==> config.mk <==
export PLATFORM = sky130hd
export DESIGN_NAME = tsc_outq_flat
export DESIGN_NICKNAME = d
export VERILOG_FILES = /design/src/hdl/tsc_pkg.sv /design/src/hdl/tsc_if.sv /design/src/hdl/tsc_outq.sv /design/src/flat_wrapper.sv
export SDC_FILE = /design/constraint.sdc
export NUM_CORES = 1
export LEC_CHECK = 0
export ABC_AREA = 1
export BUFFER_PORTS_ARGS = -buffer_cell sky130_fd_sc_hd__buf_2
export CAP_MARGIN = 10
export CORE_UTILIZATION = 50
export DETAILED_ROUTE_END_ITERATION = 10
export GPL_TIMING_DRIVEN = 0
export PLACE_DENSITY = 0.91
export SLEW_MARGIN = 20
export SYNTH_ARGS = -nofsm -noshare
export SYNTH_HDL_FRONTEND = slang
export SYNTH_SLANG_ARGS = --single-unit
==> constraint.sdc <==
create_clock -name clk -period 7.85 [get_ports clk]
set_clock_uncertainty 0.1 [all_clocks]
set_input_delay 1.57 -clock clk [delete_from_list [all_inputs] [get_ports clk]]
set_output_delay 1.57 -clock clk [all_outputs]
set_load 0.01 [all_outputs]
==> src/hdl/tsc_pkg.sv <==
// ----------------------------------------------------------------------------
// tsc_pkg: shared types and constants for the triggered sample capture
// Operation and trigger codes, register indexes and the structs that
// travel between the control, store and output stages.
// ----------------------------------------------------------------------------
`default_nettype none

package tsc_pkg;

  // Buffer depth and derived widths
  localparam int DEPTH     = 16384;
  localparam int PTR_W     = $clog2(DEPTH);
  localparam int IDX_W     = 14;
  localparam int CNT_W     = 14;
  localparam int TIME_W    = 32;
  localparam int MODE_W    = 3;
  localparam int IVL_W     = 20;
  localparam int ENTRY_W   = TIME_W + 1;
  localparam int CFG_IDX_W = 1;
  localparam int CFG_W     = IVL_W;
  localparam int CMP_W     = 32;

  localparam logic [IVL_W-1:0] IVL_RESET = IVL_W'(1000);

  typedef enum logic [1:0] {
    OP_TICK  = 2'd0,
    OP_START = 2'd1,
    OP_STOP  = 2'd2,
    OP_READ  = 2'd3
  } op_t;

  typedef enum logic [MODE_W-1:0] {
    TRIG_NONE    = 3'd0,
    TRIG_RISING  = 3'd1,
    TRIG_FALLING = 3'd2,
    TRIG_BOTH    = 3'd3,
    TRIG_HIGH    = 3'd4,
    TRIG_LOW     = 3'd5
  } trig_t;

  localparam logic [CFG_IDX_W-1:0] CFG_TRIG_MODE       = 1'd0;
  localparam logic [CFG_IDX_W-1:0] CFG_SAMPLE_INTERVAL = 1'd1;

  // Status part of one result word
  typedef struct packed {
    logic             capturing;
    logic             trigger_armed;
    logic [CNT_W-1:0] entry_count;
    logic             auto_stopped;
    logic             read_valid;
  } res_t;

  // Sample store access for one accepted word
  typedef struct packed {
    logic               we;
    logic [PTR_W-1:0]   waddr;
    logic [ENTRY_W-1:0] wdata;
    logic               re;
    logic [PTR_W-1:0]   raddr;
  } mem_req_t;

endpackage

`default_nettype wire

==> src/hdl/tsc_if.sv <==
// ----------------------------------------------------------------------------
// tsc_in_if / tsc_out_if: valid/ready channels of the capture block
// Input words carry one operation; output words carry one result.
// ----------------------------------------------------------------------------
`default_nettype none


interface tsc_out_if;
  logic        valid;
  logic        ready;
  logic        capturing;
  logic        trigger_armed;
  logic [13:0] entry_count;
  logic        auto_stopped;
  logic        read_valid;
  logic        read_level;
  logic [31:0] read_time;

  modport source (output valid, output capturing, output trigger_armed,
                  output entry_count, output auto_stopped, output read_valid,
                  output read_level, output read_time, input ready);
  modport sink   (input valid, input capturing, input trigger_armed,
                  input entry_count, input auto_stopped, input read_valid,
                  input read_level, input read_time, output ready);
endinterface

`default_nettype wire

==> src/hdl/tsc_outq.sv <==
// ----------------------------------------------------------------------------
// tsc_outq: result pipeline
// Read stage aligned with the store read data, then the output register.
// ----------------------------------------------------------------------------
`default_nettype none

module tsc_outq (
  input  wire logic                        clk,
  input  wire logic                        rst,
  input  wire logic                        accept,
  input  wire tsc_pkg::res_t               res,
  input  wire logic [tsc_pkg::ENTRY_W-1:0] rdata,
  output logic                             in_ready,
  tsc_out_if.source                        result
);
  import tsc_pkg::*;

  logic              s1_valid;
  res_t              s1_res;
  logic              o_valid;
  res_t              o_res;
  logic              o_level;
  logic [TIME_W-1:0] o_time;
  logic              s1_move;

  assign s1_move  = s1_valid && (!o_valid || result.ready);
  assign in_ready = !s1_valid || s1_move;

  always_ff @(posedge clk) begin
    if (rst) begin
      s1_valid <= 1'b0;
      o_valid  <= 1'b0;
    end else begin
      if (accept) begin
        s1_valid <= 1'b1;
      end else if (s1_move) begin
        s1_valid <= 1'b0;
      end
      if (s1_move) begin
        o_valid <= 1'b1;
      end else if (result.ready) begin
        o_valid <= 1'b0;
      end
    end
  end

  always_ff @(posedge clk) begin
    if (accept) begin
      s1_res <= res;
    end
    if (s1_move) begin
      o_res   <= s1_res;
      o_level <= s1_res.read_valid ? rdata[0] : 1'b0;
      o_time  <= s1_res.read_valid ? rdata[ENTRY_W-1:1] : '0;
    end
  end

  assign result.valid         = o_valid;
  assign result.capturing     = o_res.capturing;
  assign result.trigger_armed = o_res.trigger_armed;
  assign result.entry_count   = o_res.entry_count;
  assign result.auto_stopped  = o_res.auto_stopped;
  assign result.read_valid    = o_res.read_valid;
  assign result.read_level    = o_level;
  assign result.read_time     = o_time;

endmodule

`default_nettype wire

==> src/flat_wrapper.sv <==
// flat-port wrapper written by rule: the top's interface ports become plain ports
module tsc_outq_flat import tsc_pkg::*;
  (clk, rst, accept, res, rdata, in_ready, result_valid, result_capturing, result_trigger_armed, result_entry_count, result_auto_stopped, result_read_valid, result_read_level, result_read_time, result_ready);
  tsc_out_if result_i ();
  input  wire logic clk;
  input  wire logic rst;
  input  wire logic accept;
  input  wire tsc_pkg::res_t res;
  input  wire logic [tsc_pkg::ENTRY_W-1:0] rdata;
  output logic in_ready;
  output wire logic [$bits(result_i.valid)-1:0] result_valid;
  output wire logic [$bits(result_i.capturing)-1:0] result_capturing;
  output wire logic [$bits(result_i.trigger_armed)-1:0] result_trigger_armed;
  output wire logic [$bits(result_i.entry_count)-1:0] result_entry_count;
  output wire logic [$bits(result_i.auto_stopped)-1:0] result_auto_stopped;
  output wire logic [$bits(result_i.read_valid)-1:0] result_read_valid;
  output wire logic [$bits(result_i.read_level)-1:0] result_read_level;
  output wire logic [$bits(result_i.read_time)-1:0] result_read_time;
  input wire logic [$bits(result_i.ready)-1:0] result_ready;
  assign result_valid = result_i.valid;
  assign result_capturing = result_i.capturing;
  assign result_trigger_armed = result_i.trigger_armed;
  assign result_entry_count = result_i.entry_count;
  assign result_auto_stopped = result_i.auto_stopped;
  assign result_read_valid = result_i.read_valid;
  assign result_read_level = result_i.read_level;
  assign result_read_time = result_i.read_time;
  assign result_i.ready = result_ready;
  tsc_outq u_core (.clk(clk), .rst(rst), .accept(accept), .res(res), .rdata(rdata), .in_ready(in_ready), .result(result_i));
endmodule
==> results.txt <==
Final HPWL DP: 2930 um
slowest cell on the critical path: buf_2
post-layout util: 71.0%
min Tclk post-route: 3.77 ns
DRC Markers: 0
number of H-tree levels: 3
pwr dens: 236 nW/um^2
drt pass-1 iters: 3
die width: 72.3 um
Num CTS Buffers: 9
Initial Utilization: 52.3%
slowest cell delay on critical path: 0.16 ns
IO Pins: 108
Post-Synthesis Net Count: 204
Filler cells: 313
DIE AREA: 5220 sq um
CP arrival: 2.10 ns
area grow syn2layout: 35.8%
Least-Margin Pin Slew: 0.402 ns
dpl ws: 4.09 ns
share of cells above drive strength 1: 49.3%
synth warn: 0
CTS Hold Bufs: 0
Synth area leaders: edfxtp_1 84%, inv_1 5.5%, nand2_1 4.4%
Clock Sinks: 71
root buf cell: clkbuf_8
GR Overflow Total: 0
hold depth: 0
WP data required: 6.18 ns
share of the synthesized area in the top cell type: 83.9%
clk_lat worst skew: 0.33 ns
critical path launch point type: input port
ANT cells: 0
Final Max Tran Viols: 0
final wirelength: 3960 um
worst-path cell chain: buf_2 -> inv_1 -> nand3_1 -> buf_2
clock-pin slew on the worst setup and hold paths: 0.07 ns
iteration-0 DRC count of the detailed router: 45
min-delay worst type: reg2reg
vias: 1461
vias in the first global route: 1382
setup bufs post-CTS: 0
RSZ-0062 raised after global routing: no
TritonCTS clock tree: built
status: finished, final reports clean
fin crit share: 48.0%
leakage: 1.61 nW
register area share after synthesis: 85.6%
wire per inst: 11.6 um
number of synthesized register bits: 71
most common cell after layout, fill and taps aside: buf_2
reg2reg path depth: 3
PortBufs: 107
Final GP Congestion: 0.641
Post-Syn Area: 2470 sq um
CTS Buffer Depth: 2
Die Y-Extent: 72.3 um
Crit. End Element: output port
Setup Viol. Count Final: 0
commonest cells after routing, fill and taps aside: 107 x buf_2, 69 x edfxtp_1, 36 x inv_1, 29 x nand2_1, 10 x clkbuf_8
Max VDD drop: 224 uV
setup_tns: 0 ns
GRT Total Usage: 16.4%
vias per cell: 4.28
core area: 4720 sq um
antenna viol nets, final: 0
Mapped Cells: 149
R2R setup slack: 6.55 ns
worst hold margin: 0.321 ns
worst rel slew slack: 73.2%
Crit Path Max Fanout: 3
nets: 324
first-pass GRT wire length: 5990 um
synth unique cells: 10
maxcap violations: 0
CTS resizes: 0
Top cell by count, worst path: buf_2
post-synth top area cell: edfxtp_1
crit path kind: in2out
syn avg cell area: 16.6 sq um
antenna violations before repair: 0
Final Worst Setup Slack: 4.08 ns
FP Rows: 25
largest net degree at the start of global routing: 28
Max Fclk: 265 MHz
Fin. Hold Viols: 0
where the power goes:
group          leakage (nW)  switching (mW)  internal [mW]
Combinational         0.834          0.0342         0.0297
Clock                0.0981           0.127          0.153
Sequential            0.680         0.00549          0.442
Total                  1.61           0.166          0.625
metal layers:
metal	up-vias	part of all wire (%)	global-route usage (%)
met5	-	0	0
met4	0	2.8	10.5
met3	12	7.0	5.83
met2	67	53	29.5
met1	655	37	15.8
li1	727	-	-
kinds of logic after synthesis:
kind of cell / synth area share [%]
AND/OR/NAND/NOR: 5.88
flip-flops: 85.6
AO/OA/AOI/OAI: 0.608
buffers and inverters: 7.96
sequential cells by signal (all words and copies together) (netlist names):
| register | cells |
|---|---|
| u_core.result.valid | 1 |
| u_core.result.read_level | 1 |
| u_core.s1_valid | 1 |
| u_core.result.trigger_armed | 1 |
| u_core.result.read_valid | 1 |
| u_core.s1_res | 18 |
| u_core.result.entry_count | 14 |
| u_core.result.capturing | 1 |
| u_core.result.auto_stopped | 1 |
| u_core.result.read_time | 32 |
worst max-delay path, delay by kind of cell:
kind                   cells  cell delay, ns
buffers and inverters      3            0.41
AND/OR/NAND/NOR            1            0.12
through the flow:
step / power (mW) / area [sq um] / instances
4_1_cts: 0.800 / 3350 / 341
3_5_place_dp: 0.521 / 3150 / 325
6_report: 0.792 / 3350 / 341
3_3_place_gp: 0.514 / 3090 / 323
5_1_grt: 0.821 / 3350 / 341
2_1_floorplan: 0.485 / 2470 / 149
worst paths after layout:
check,from,to
max,result_ready,in_ready
min,u_core.s1_res[6]$_DFFE_PP_,u_core.result.entry_count[4]$_DFFE_PP_
max reg2reg,u_core.s1_valid$_SDFFE_PP0P_,u_core.result.read_time[15]$_SDFFCE_PN0P_
min reg2reg,u_core.s1_res[6]$_DFFE_PP_,u_core.result.entry_count[4]$_DFFE_PP_
synth_stat cells:
library cell and count:
edfxtp_1 69, inv_1 36, nand2_1 29, nand2_2 5, a21oi_1 3, buf_8 2, dfxtp_1 2, buf_12 1
buf_6 1, nand3_1 1
area by class of cell:
cell class	count	area, sq um	share of cell area [%]
sequential	71	2110	63.0
tap	67	83.8	2.50
timing repair buffer	109	591	17.6
buffer	4	61.3	1.83
clock buffer	10	138	4.11
inverter	36	135	4.03
multi-input combinational	38	171	5.11
clock inverter	6	60.1	1.79
Power figures use the tool's default switching activity.
