File: config.mk
export PLATFORM = sky130hd
export DESIGN_NAME = tsc_ctrl
export DESIGN_NICKNAME = d
export VERILOG_FILES = /design/src/hdl/tsc_pkg.sv /design/src/hdl/tsc_ctrl.sv
export SDC_FILE = /design/constraint.sdc
export NUM_CORES = 1
export LEC_CHECK = 0
export BUFFER_PORTS_ARGS = -buffer_cell sky130_fd_sc_hd__clkbuf_2
export CAP_MARGIN = 15
export CELL_PAD_IN_SITES_DETAIL_PLACEMENT = 1
export CELL_PAD_IN_SITES_GLOBAL_PLACEMENT = 1
export CORE_MARGIN = 1
export CORE_UTILIZATION = 47
export DETAILED_ROUTE_END_ITERATION = 8
export GPL_TIMING_DRIVEN = 0
export PLACE_DENSITY_LB_ADDON = 0.1
export REMOVE_ABC_BUFFERS = 1
export SYNTH_ARGS = -nofsm -noshare
export SYNTH_HDL_FRONTEND = slang
export SYNTH_SLANG_ARGS = --single-unit
File: constraint.sdc
create_clock -name clk -period 10.02 [get_ports clk]
set_input_delay 1.503 -clock clk [delete_from_list [all_inputs] [get_ports clk]]
set_output_delay 1.503 -clock clk [all_outputs]
set_load 0.005 [all_outputs]
File: src/hdl/tsc_pkg.sv
// ----------------------------------------------------------------------------
// tsc_pkg: shared types and constants for the triggered sample capture
// Operation and trigger codes, register indexes and the structs that
// travel between the control, store and output stages.
// ----------------------------------------------------------------------------
`default_nettype none

package tsc_pkg;

  // Buffer depth and derived widths
  localparam int DEPTH     = 16384;
  localparam int PTR_W     = $clog2(DEPTH);
  localparam int IDX_W     = 14;
  localparam int CNT_W     = 14;
  localparam int TIME_W    = 32;
  localparam int MODE_W    = 3;
  localparam int IVL_W     = 20;
  localparam int ENTRY_W   = TIME_W + 1;
  localparam int CFG_IDX_W = 1;
  localparam int CFG_W     = IVL_W;
  localparam int CMP_W     = 32;

  localparam logic [IVL_W-1:0] IVL_RESET = IVL_W'(1000);

  typedef enum logic [1:0] {
    OP_TICK  = 2'd0,
    OP_START = 2'd1,
    OP_STOP  = 2'd2,
    OP_READ  = 2'd3
  } op_t;

  typedef enum logic [MODE_W-1:0] {
    TRIG_NONE    = 3'd0,
    TRIG_RISING  = 3'd1,
    TRIG_FALLING = 3'd2,
    TRIG_BOTH    = 3'd3,
    TRIG_HIGH    = 3'd4,
    TRIG_LOW     = 3'd5
  } trig_t;

  localparam logic [CFG_IDX_W-1:0] CFG_TRIG_MODE       = 1'd0;
  localparam logic [CFG_IDX_W-1:0] CFG_SAMPLE_INTERVAL = 1'd1;

  // Status part of one result word
  typedef struct packed {
    logic             capturing;
    logic             trigger_armed;
    logic [CNT_W-1:0] entry_count;
    logic             auto_stopped;
    logic             read_valid;
  } res_t;

  // Sample store access for one accepted word
  typedef struct packed {
    logic               we;
    logic [PTR_W-1:0]   waddr;
    logic [ENTRY_W-1:0] wdata;
    logic               re;
    logic [PTR_W-1:0]   raddr;
  } mem_req_t;

endpackage

`default_nettype wire

File: src/hdl/tsc_ctrl.sv
// ----------------------------------------------------------------------------
// tsc_ctrl: capture control state
// Time counter, trigger, interval check and write pointer; issues store
// accesses and the status part of each result word.
// ----------------------------------------------------------------------------
`default_nettype none

module tsc_ctrl (
  input  wire logic                          clk,
  input  wire logic                          rst,
  input  wire logic                          cfg_we,
  input  wire logic [tsc_pkg::CFG_IDX_W-1:0] cfg_index,
  input  wire logic [tsc_pkg::CFG_W-1:0]     cfg_data,
  input  wire logic                          accept,
  input  wire logic [1:0]                    operation,
  input  wire logic                          pin_level,
  input  wire logic [tsc_pkg::IDX_W-1:0]     read_index,
  output tsc_pkg::res_t                      res,
  output tsc_pkg::mem_req_t                  mem_req
);
  import tsc_pkg::*;

  logic [MODE_W-1:0] trig_mode;
  logic [IVL_W-1:0]  sample_interval;
  logic [PTR_W-1:0]  write_pointer, write_pointer_next;
  logic              running, running_next;
  logic              armed, armed_next;
  logic              previous_level, previous_level_next;
  logic [TIME_W-1:0] last_sample_time, last_sample_time_next;
  logic [TIME_W-1:0] time_counter, time_counter_next;

  op_t               op;
  logic [TIME_W-1:0] time_inc;
  logic [TIME_W-1:0] elapsed;
  logic              due;
  logic              fires;
  logic [PTR_W-1:0]  ptr_inc;
  logic              stopped_now;
  logic              rvalid;

  always_comb begin
    unique case (trig_t'(trig_mode))
      TRIG_RISING:  fires = !previous_level && pin_level;
      TRIG_FALLING: fires = previous_level && !pin_level;
      TRIG_BOTH:    fires = previous_level != pin_level;
      TRIG_HIGH:    fires = pin_level;
      TRIG_LOW:     fires = !pin_level;
      default:      fires = 1'b1;
    endcase
  end

  always_comb begin
    op       = op_t'(operation);
    time_inc = time_counter + TIME_W'(1);
    elapsed  = time_inc - last_sample_time;
    due      = running && (elapsed >= TIME_W'(sample_interval));
    ptr_inc  = (write_pointer == PTR_W'(DEPTH - 1)) ? '0 : write_pointer + PTR_W'(1);

    write_pointer_next    = write_pointer;
    running_next          = running;
    armed_next            = armed;
    previous_level_next   = previous_level;
    last_sample_time_next = last_sample_time;
    time_counter_next     = time_counter;
    stopped_now           = 1'b0;
    rvalid                = 1'b0;
    mem_req               = '0;

    unique case (op)
      OP_TICK: begin
        time_counter_next = time_inc;
        if (due) begin
          if (trig_mode != TRIG_NONE && !armed) begin
            // Trigger check only: drop the sample
            if (fires) begin
              armed_next = 1'b1;
            end
            previous_level_next = pin_level;
          end else begin
            mem_req.we            = accept;
            mem_req.waddr         = write_pointer;
            mem_req.wdata         = {time_inc, pin_level};
            write_pointer_next    = ptr_inc;
            last_sample_time_next = time_inc;
            previous_level_next   = pin_level;
            if (ptr_inc == PTR_W'(DEPTH - 1)) begin
              running_next = 1'b0;
              stopped_now  = 1'b1;
            end
          end
        end
      end
      OP_START: begin
        write_pointer_next    = '0;
        armed_next            = (trig_mode == TRIG_NONE);
        last_sample_time_next = time_counter;
        running_next          = 1'b1;
      end
      OP_STOP: begin
        running_next = 1'b0;
      end
      OP_READ: begin
        rvalid = (CMP_W'(read_index) < CMP_W'(write_pointer)) &&
                 (CMP_W'(read_index) < CMP_W'(DEPTH));
        mem_req.re    = accept && rvalid;
        mem_req.raddr = PTR_W'(read_index);
      end
      default: ;
    endcase

    res.capturing     = running_next;
    res.trigger_armed = armed_next;
    res.entry_count   = CNT_W'(write_pointer_next);
    res.auto_stopped  = stopped_now;
    res.read_valid    = rvalid;
  end

  always_ff @(posedge clk) begin
    if (rst) begin
      trig_mode        <= TRIG_NONE;
      sample_interval  <= IVL_RESET;
      write_pointer    <= '0;
      running          <= 1'b0;
      armed            <= 1'b0;
      previous_level   <= 1'b0;
      last_sample_time <= '0;
      time_counter     <= '0;
    end else if (cfg_we) begin
      unique case (cfg_index)
        CFG_TRIG_MODE: begin
          trig_mode <= cfg_data[MODE_W-1:0];
          armed     <= (cfg_data[MODE_W-1:0] == TRIG_NONE);
        end
        CFG_SAMPLE_INTERVAL: begin
          sample_interval <= cfg_data[IVL_W-1:0];
        end
        default: ;
      endcase
    end else if (accept) begin
      write_pointer    <= write_pointer_next;
      running          <= running_next;
      armed            <= armed_next;
      previous_level   <= previous_level_next;
      last_sample_time <= last_sample_time_next;
      time_counter     <= time_counter_next;
    end
  end

endmodule

`default_nettype wire

==> results.json, run 1 <==
{
  "grt_pass1_vias": 8592,
  "ant_nets": 0,
  "powerDensity_nw_per_um2": 104,
  "crit_fanout": 33,
  "synth_cell_types": 75,
  "postCtsResizedCells": 0,
  "htreeDepth": 3,
  "rsz0062_at_grt": "no",
  "hold_viol_final": 0,
  "nFillCells": 2414,
  "wl_met2_um": 13300,
  "crit_path_end_kind": "primary output",
  "placementRows": 50,
  "num-nets-final": 1369,
  "clockPowerShare_pct": 34.6,
  "skew_ns": 0.0116,
  "power_switching_share_pct": 31.9,
  "fin_ws_ns": 0.803,
  "max-vdd-ir-drop_uv": 87.2,
  "wirelength_um": 27600,
  "yosys_warnings": 0,
  "dp_hpwl_um": 20700,
  "crit_required_ns": 8.52,
  "clockRootBuffer": "clkbuf_16",
  "whs_ns": 0.463,
  "clock_path_buffers": 2,
  "syn_avg_cell_area_um2": 7.50,
  "p_switching_uw": 330,
  "comb_power_share_pct": 23.8,
  "setup_viol": 0,
  "startpoint_type": "flop",
  "io_buffers": 122,
  "vias": 8807,
  "clk_pin_slew_ns": 0.08,
  "cts_made_buffers": 9,
  "clkSinkCount": 104,
  "die_width_um": 140,
  "grt_pass1_wl_um": 44400,
  "path_class": "reg2out",
  "dpl_cell_area_um2": 9640,
  "drv_cap": 0,
  "seqPwrFrac_pct": 41.6,
  "worstSetupStartpoint": "time_counter[0]",
  "layout-drive-gt1-share_pct": 16.1,
  "crit_buf_inv": 3,
  "synthFlopType": "dfxtp_1",
  "fin_crit_ns": 9.22,
  "clk-insertion-delay-late_ns": 0.36,
  "grt_overflow": 0,
  "fin_util_pct": 53.1,
  "drtPass1Iterations": 7,
  "max_stage_delay_ns": 0.58,
  "drv_slew": 0,
  "ioPinCount": 123,
  "timing.rr.start": "time_counter[0]",
  "place_ws_ns": 1.24,
  "worst_slew_pin_slew_ns": 1.15,
  "tritoncts": "yes",
  "min_path_type": "reg2reg",
  "p_int_uw": 705,
  "antenna_found_initial": 0,
  "dr_wl_met3_um": 947,
  "synthCells": 1194,
  "grtUsageTotal_pct": 28.2,
  "wl_per_cell_um": 18.5,
  "viasPerCell": 5.89,
  "max_freq_ghz": 0.108,
  "seq_area_frac_synth_pct": 23.3,
  "async_reset_ff_share_pct": 0,
  "syn_to_final_growth_pct": 10.9,
  "fin_crit_sh_pct": 92.0,
  "die_area_um2": 19600,
  "syn_area_um2": 8950,
  "critPathSlowestCell": "dfxtp_1",
  "synth-edff-count": 0,
  "top_layer_used": "met4",
  "drt_iter0_markers": 477,
  "cp_top_family": "simple AND/OR/NAND/NOR gates",
  "hold_start": "sample_interval[14]",
  "post_cts_buffers": 0,
  "hold_buffers": 0,
  "run_status": "finished clean",
  "path_common_cell": "nor2_1",
  "gp_congestion": 0.857,
  "stdcell_area_um2": 9930,
  "fin_total_pwr_uw": 1030,
  "die_h_um": 140,
  "arrival_ns": 7.71,
  "antenna_cells": 0,
  "p_leak_uw": 0.00411,
  "drc": 0,
  "grt_max_degree": 65,
  "maxSlewHeadroom_pct": 23.1,
  "route.layer.met1.wl_um": 12800,
  "initial_core_util_pct": 47.8,
  "core_um2": 18700,
  "ys_ff_latch": 104
}
[cell families after synthesis]
kind of cell | Yosys count | synth area share [%]
compound gates | 318 | 24.8
xor+xnor | 108 | 10.7
fa+ha+maj | 70 | 9.87
buf+inv | 162 | 7.66
flops | 104 | 23.3
mux | 3 | 0.336
simple gates | 429 | 23.4
[metrics by stage]
stage	TNS, ns	cells
floorplan	0	1117
global placement	-0.433	1473
detailed placement	0	1480
CTS	0	1496
global route	0	1496
finish	0	1496
[cell usage after synthesis (14+ instances only)]
master | count | area [µm²]
inv_1 | 84 | 315
or3_1 | 16 | 100
o211ai_1 | 15 | 113
nor2b_1 | 35 | 219
buf_2 | 18 | 90.1
a21o_1 | 24 | 180
xnor2_1 | 55 | 482
nor3_1 | 15 | 75.1
ha_1 | 69 | 863
a211oi_2 | 31 | 388
nand3_1 | 33 | 165
nor2_1 | 110 | 413
o21ai_0 | 40 | 200
nand2_1 | 133 | 499
clkbuf_1 | 40 | 150
a21oi_1 | 111 | 556
and3_1 | 29 | 181
xor2_1 | 51 | 447
o31ai_1 | 14 | 105
nand4_1 | 18 | 113
dfxtp_1 | 104 | 2080
[power by group through the flow]
stage,Combinational [µW],Sequential (µW),Clock (µW)
after global routing,275,431,382
after global placement,230,439,0
after CTS,246,430,366
final,246,430,358
after floorplan,164,438,0
after detailed placement,243,439,0
[layout by cell type, fill, tap and decap left out, types with 5 or more instances in the layout]
cell	count
nand2_1	133
clkbuf_2	121
a21oi_1	111
nor2_1	109
dfxtp_1	104
inv_1	84
ha_1	69
xnor2_1	55
xor2_1	51
o21ai_0	40
nor2b_1	34
nand3_1	32
a211oi_2	31
and3_1	29
a21o_1	24
nand4_1	18
or3_1	16
o211ai_1	15
nor3_1	14
o31ai_1	14
o21ai_1	11
a31oi_1	10
nand2b_1	10
clkbuf_16	9
nor4_1	6
o21bai_1	5
a211oi_1	5
or4_1	5
o311ai_0	5
[flip-flops by register name (all words and copies together), names as in the netlist]
signal            count
running               1
write_pointer        14
previous_level        1
time_counter         32
last_sample_time     32
trig_mode             3
armed                 1
sample_interval      20
[worst paths after layout]
kind                              end  slack [ns]  cells after the start
setup / recovery               res[2]        0.80                     28
hold / removal    sample_interval[14]        0.46                      2
setup reg to reg     write_pointer[4]        2.80                     26
hold reg to reg   sample_interval[14]        0.46                      2
[worst reg2reg max path: stages (launching register included)]
cell,delay [ns]
dfxtp_1,0.58
ha_1,0.36
inv_1,0.07
nor2_1,0.39
nand3_1,0.23
nor2_1,0.41
and2_1,0.25
nand2_1,0.12
xnor2_1,0.19
ha_1,0.44
nand4_2,0.25
nor2_1,0.22
nand2_1,0.07
a21oi_1,0.31
nor2_1,0.10
xnor2_1,0.14
ha_1,0.29
nand4_1,0.12
nor4_1,0.31
o31ai_1,0.13
a21oi_1,0.28
nor4_1,0.11
nand4_2,0.14
nor4_4,0.10
o21ai_4,0.90
a21oi_1,0.34
a21o_1,0.26
[cell type report]
cell class              count  area, µm²  area share, %
clock buffers              13        260           2.62
clock inverters             3       26.3          0.265
inverters                  85        319           3.21
multi-input cells         928       6210           62.5
flip-flops and latches    104       2080           21.0
well taps                 234        293           2.95
repair buffers            129        738           7.44
[routing by layer]
| metal | global-route usage [%] | vias up |
|---|---|---|
| met1 | 35.9 | 4299 |
| met3 | 3.15 | 32 |
| met5 | 0 | - |
| met4 | 9.20 | 0 |
| met2 | 49.6 | 178 |
| li1 | - | 4298 |
Note: power is estimated with default switching activity, not from simulation.
==> inputs of run 2 (changes only) <==
ABC_CLOCK_PERIOD_IN_PS = 10710   (was default)
CORE_MARGIN = 1.5   (was 1)
clock period = 10.71 ns   (was 10.02 ns; I/O delays follow)
==> run 2 against run 1 <==
Effect of this change: worst setup slack improved by 0.61 ns; sequential cell count unchanged; clock skew decreased by 0.00078 ns; core utilization is 0.35 points higher; cell count stayed put; global-route usage is 0.27 points lower; via count shrank 0.77%; largest cell class unchanged.
==> results.json, run 2 (synthesis results as in run 1) <==
{
  "powerDensity_nw_per_um2": 100,
  "crit_fanout": 35,
  "gp_congestion": 0.874,
  "crit_required_ns": 9.10,
  "grt_pass1_wl_um": 44800,
  "drv_slew": 0,
  "clk_pin_slew_ns": 0.07,
  "io_buffers": 122,
  "maxSlewHeadroom_pct": 22.4,
  "timing.rr.start": "time_counter[0]",
  "path_class": "reg2out",
  "run_status": "finished clean",
  "antenna_found_initial": 0,
  "layout_common_cells": "nand2_1, clkbuf_2, a21oi_1",
  "cts_made_buffers": 9,
  "drtPass1Iterations": 4,
  "tritoncts": "yes",
  "skew_ns": 0.0108,
  "worst_slew_pin_slew_ns": 1.16,
  "grt_pass1_vias": 8833,
  "vias": 8739,
  "clk-insertion-delay-late_ns": 0.36,
  "r2r_slack_ns": 3.46,
  "dp_hpwl_um": 20600,
  "ioPinCount": 123,
  "reg2reg_depth": 25,
  "reg_top3": "last_sample_time x32, time_counter x32, sample_interval x20",
  "critPathSlowestCell": "dfxtp_1",
  "min_to": "sample_interval[12]",
  "setup_viol": 0,
  "grt_max_degree": 61,
  "fin_cells": 1496,
  "layout-drive-gt1-share_pct": 16.2,
  "whs_ns": 0.461,
  "nFillCells": 2407,
  "postCtsResizedCells": 0,
  "dp.cells": 1480,
  "placementRows": 50,
  "fin_crit_ns": 9.30,
  "hold_depth": 2,
  "drc": 0,
  "min_path_type": "reg2reg",
  "die_width_um": 141,
  "startpoint_type": "flop",
  "rr_endpoint": "write_pointer[13]",
  "arrival_ns": 7.69,
  "fin_ws_ns": 1.41,
  "wl_per_cell_um": 18.3,
  "hold_viol_final": 0,
  "drv_cap": 0,
  "finalSetupTns_ns": 0,
  "syn_to_final_growth_pct": 11.6,
  "path_common_cell": "nor2_1",
  "rsz0062_at_grt": "no",
  "htreeDepth": 3,
  "grtUsageTotal_pct": 28.0,
  "die_h_um": 141,
  "max-vdd-ir-drop_uv": 78.4,
  "mostFrequentLayoutCell": "nand2_1",
  "antenna_cells": 0,
  "max_stage_delay_ns": 0.58,
  "hold_start": "sample_interval[12]",
  "grt_overflow": 0,
  "max_freq_ghz": 0.108,
  "crit_path_end_kind": "primary output",
  "place_ws_ns": 1.78,
  "p_leak_uw": 0.00414,
  "viasPerCell": 5.84,
  "wirelength_um": 27400,
  "worstSetupStartpoint": "time_counter[0]",
  "hold_buffers": 0,
  "clockRootBuffer": "clkbuf_16",
  "num-nets-final": 1371,
  "ant_nets": 0,
  "clock_path_buffers": 2,
  "drt_iter0_markers": 454,
  "initial_core_util_pct": 47.8,
  "core_um2": 18700,
  "clkSinkCount": 104,
  "die_area_um2": 19900,
  "post_cts_buffers": 0,
  "fin_util_pct": 53.4,
  "fin_crit_sh_pct": 86.8
}
==> run 2: worst max path at each step <==
stage / end / slack [ns] / depth (start not counted)
after CTS: res[2] / 1.35 / 28
after floorplan: res[7] / 2.92 / 25
after detailed placement: res[2] / 1.78 / 28
after global placement: res[8] / 0.33 / 26
final: res[2] / 1.41 / 28
after global routing: res[2] / 0.70 / 27
==> run 2: metal layers <==
layer,track usage [%],share of wire (%),vias to the layer above
met5,0,0,-
met3,3.57,3.6,28
met2,49.0,48,182
li1,-,-,4290
met4,8.33,1.7,0
met1,35.8,46,4239
==> run 2: power breakdown <==
group / internal [µW] / switching, µW / total [µW]
Clock: 209 / 159 / 369
Sequential: 396 / 6.02 / 402
Combinational: 91.5 / 141 / 232
==> run 2: stage by stage <==
stage / cell area [µm²] / power (µW)
floorplan: 8580 / 563
global placement: 9490 / 625
detailed placement: 9640 / 638
CTS: 9950 / 1010
global route: 9990 / 1050
finish: 9990 / 1000
==> run 2: layout make-up <==
type | count | area, µm² | area share [%]
Clock buffer | 11 | 243 | 2.43
Inverter | 85 | 319 | 3.19
Clock inverter | 3 | 67.6 | 0.676
Tap cell | 234 | 293 | 2.93
Multi-Input combinational cell | 928 | 6210 | 62.1
Timing Repair Buffer | 131 | 781 | 7.81
Sequential cell | 104 | 2080 | 20.8
==> run 2: critical path: cells and delay by family, from the launching register on <==
family	cells	cell delay (ns)
buffers and inverters	3	0.63
AOI/OAI and AO/OA	4	0.77
adders and majority gates	3	1.11
xor gates and xnor gates	2	0.34
and+or+nand+nor	16	3.91
DFF	1	0.58
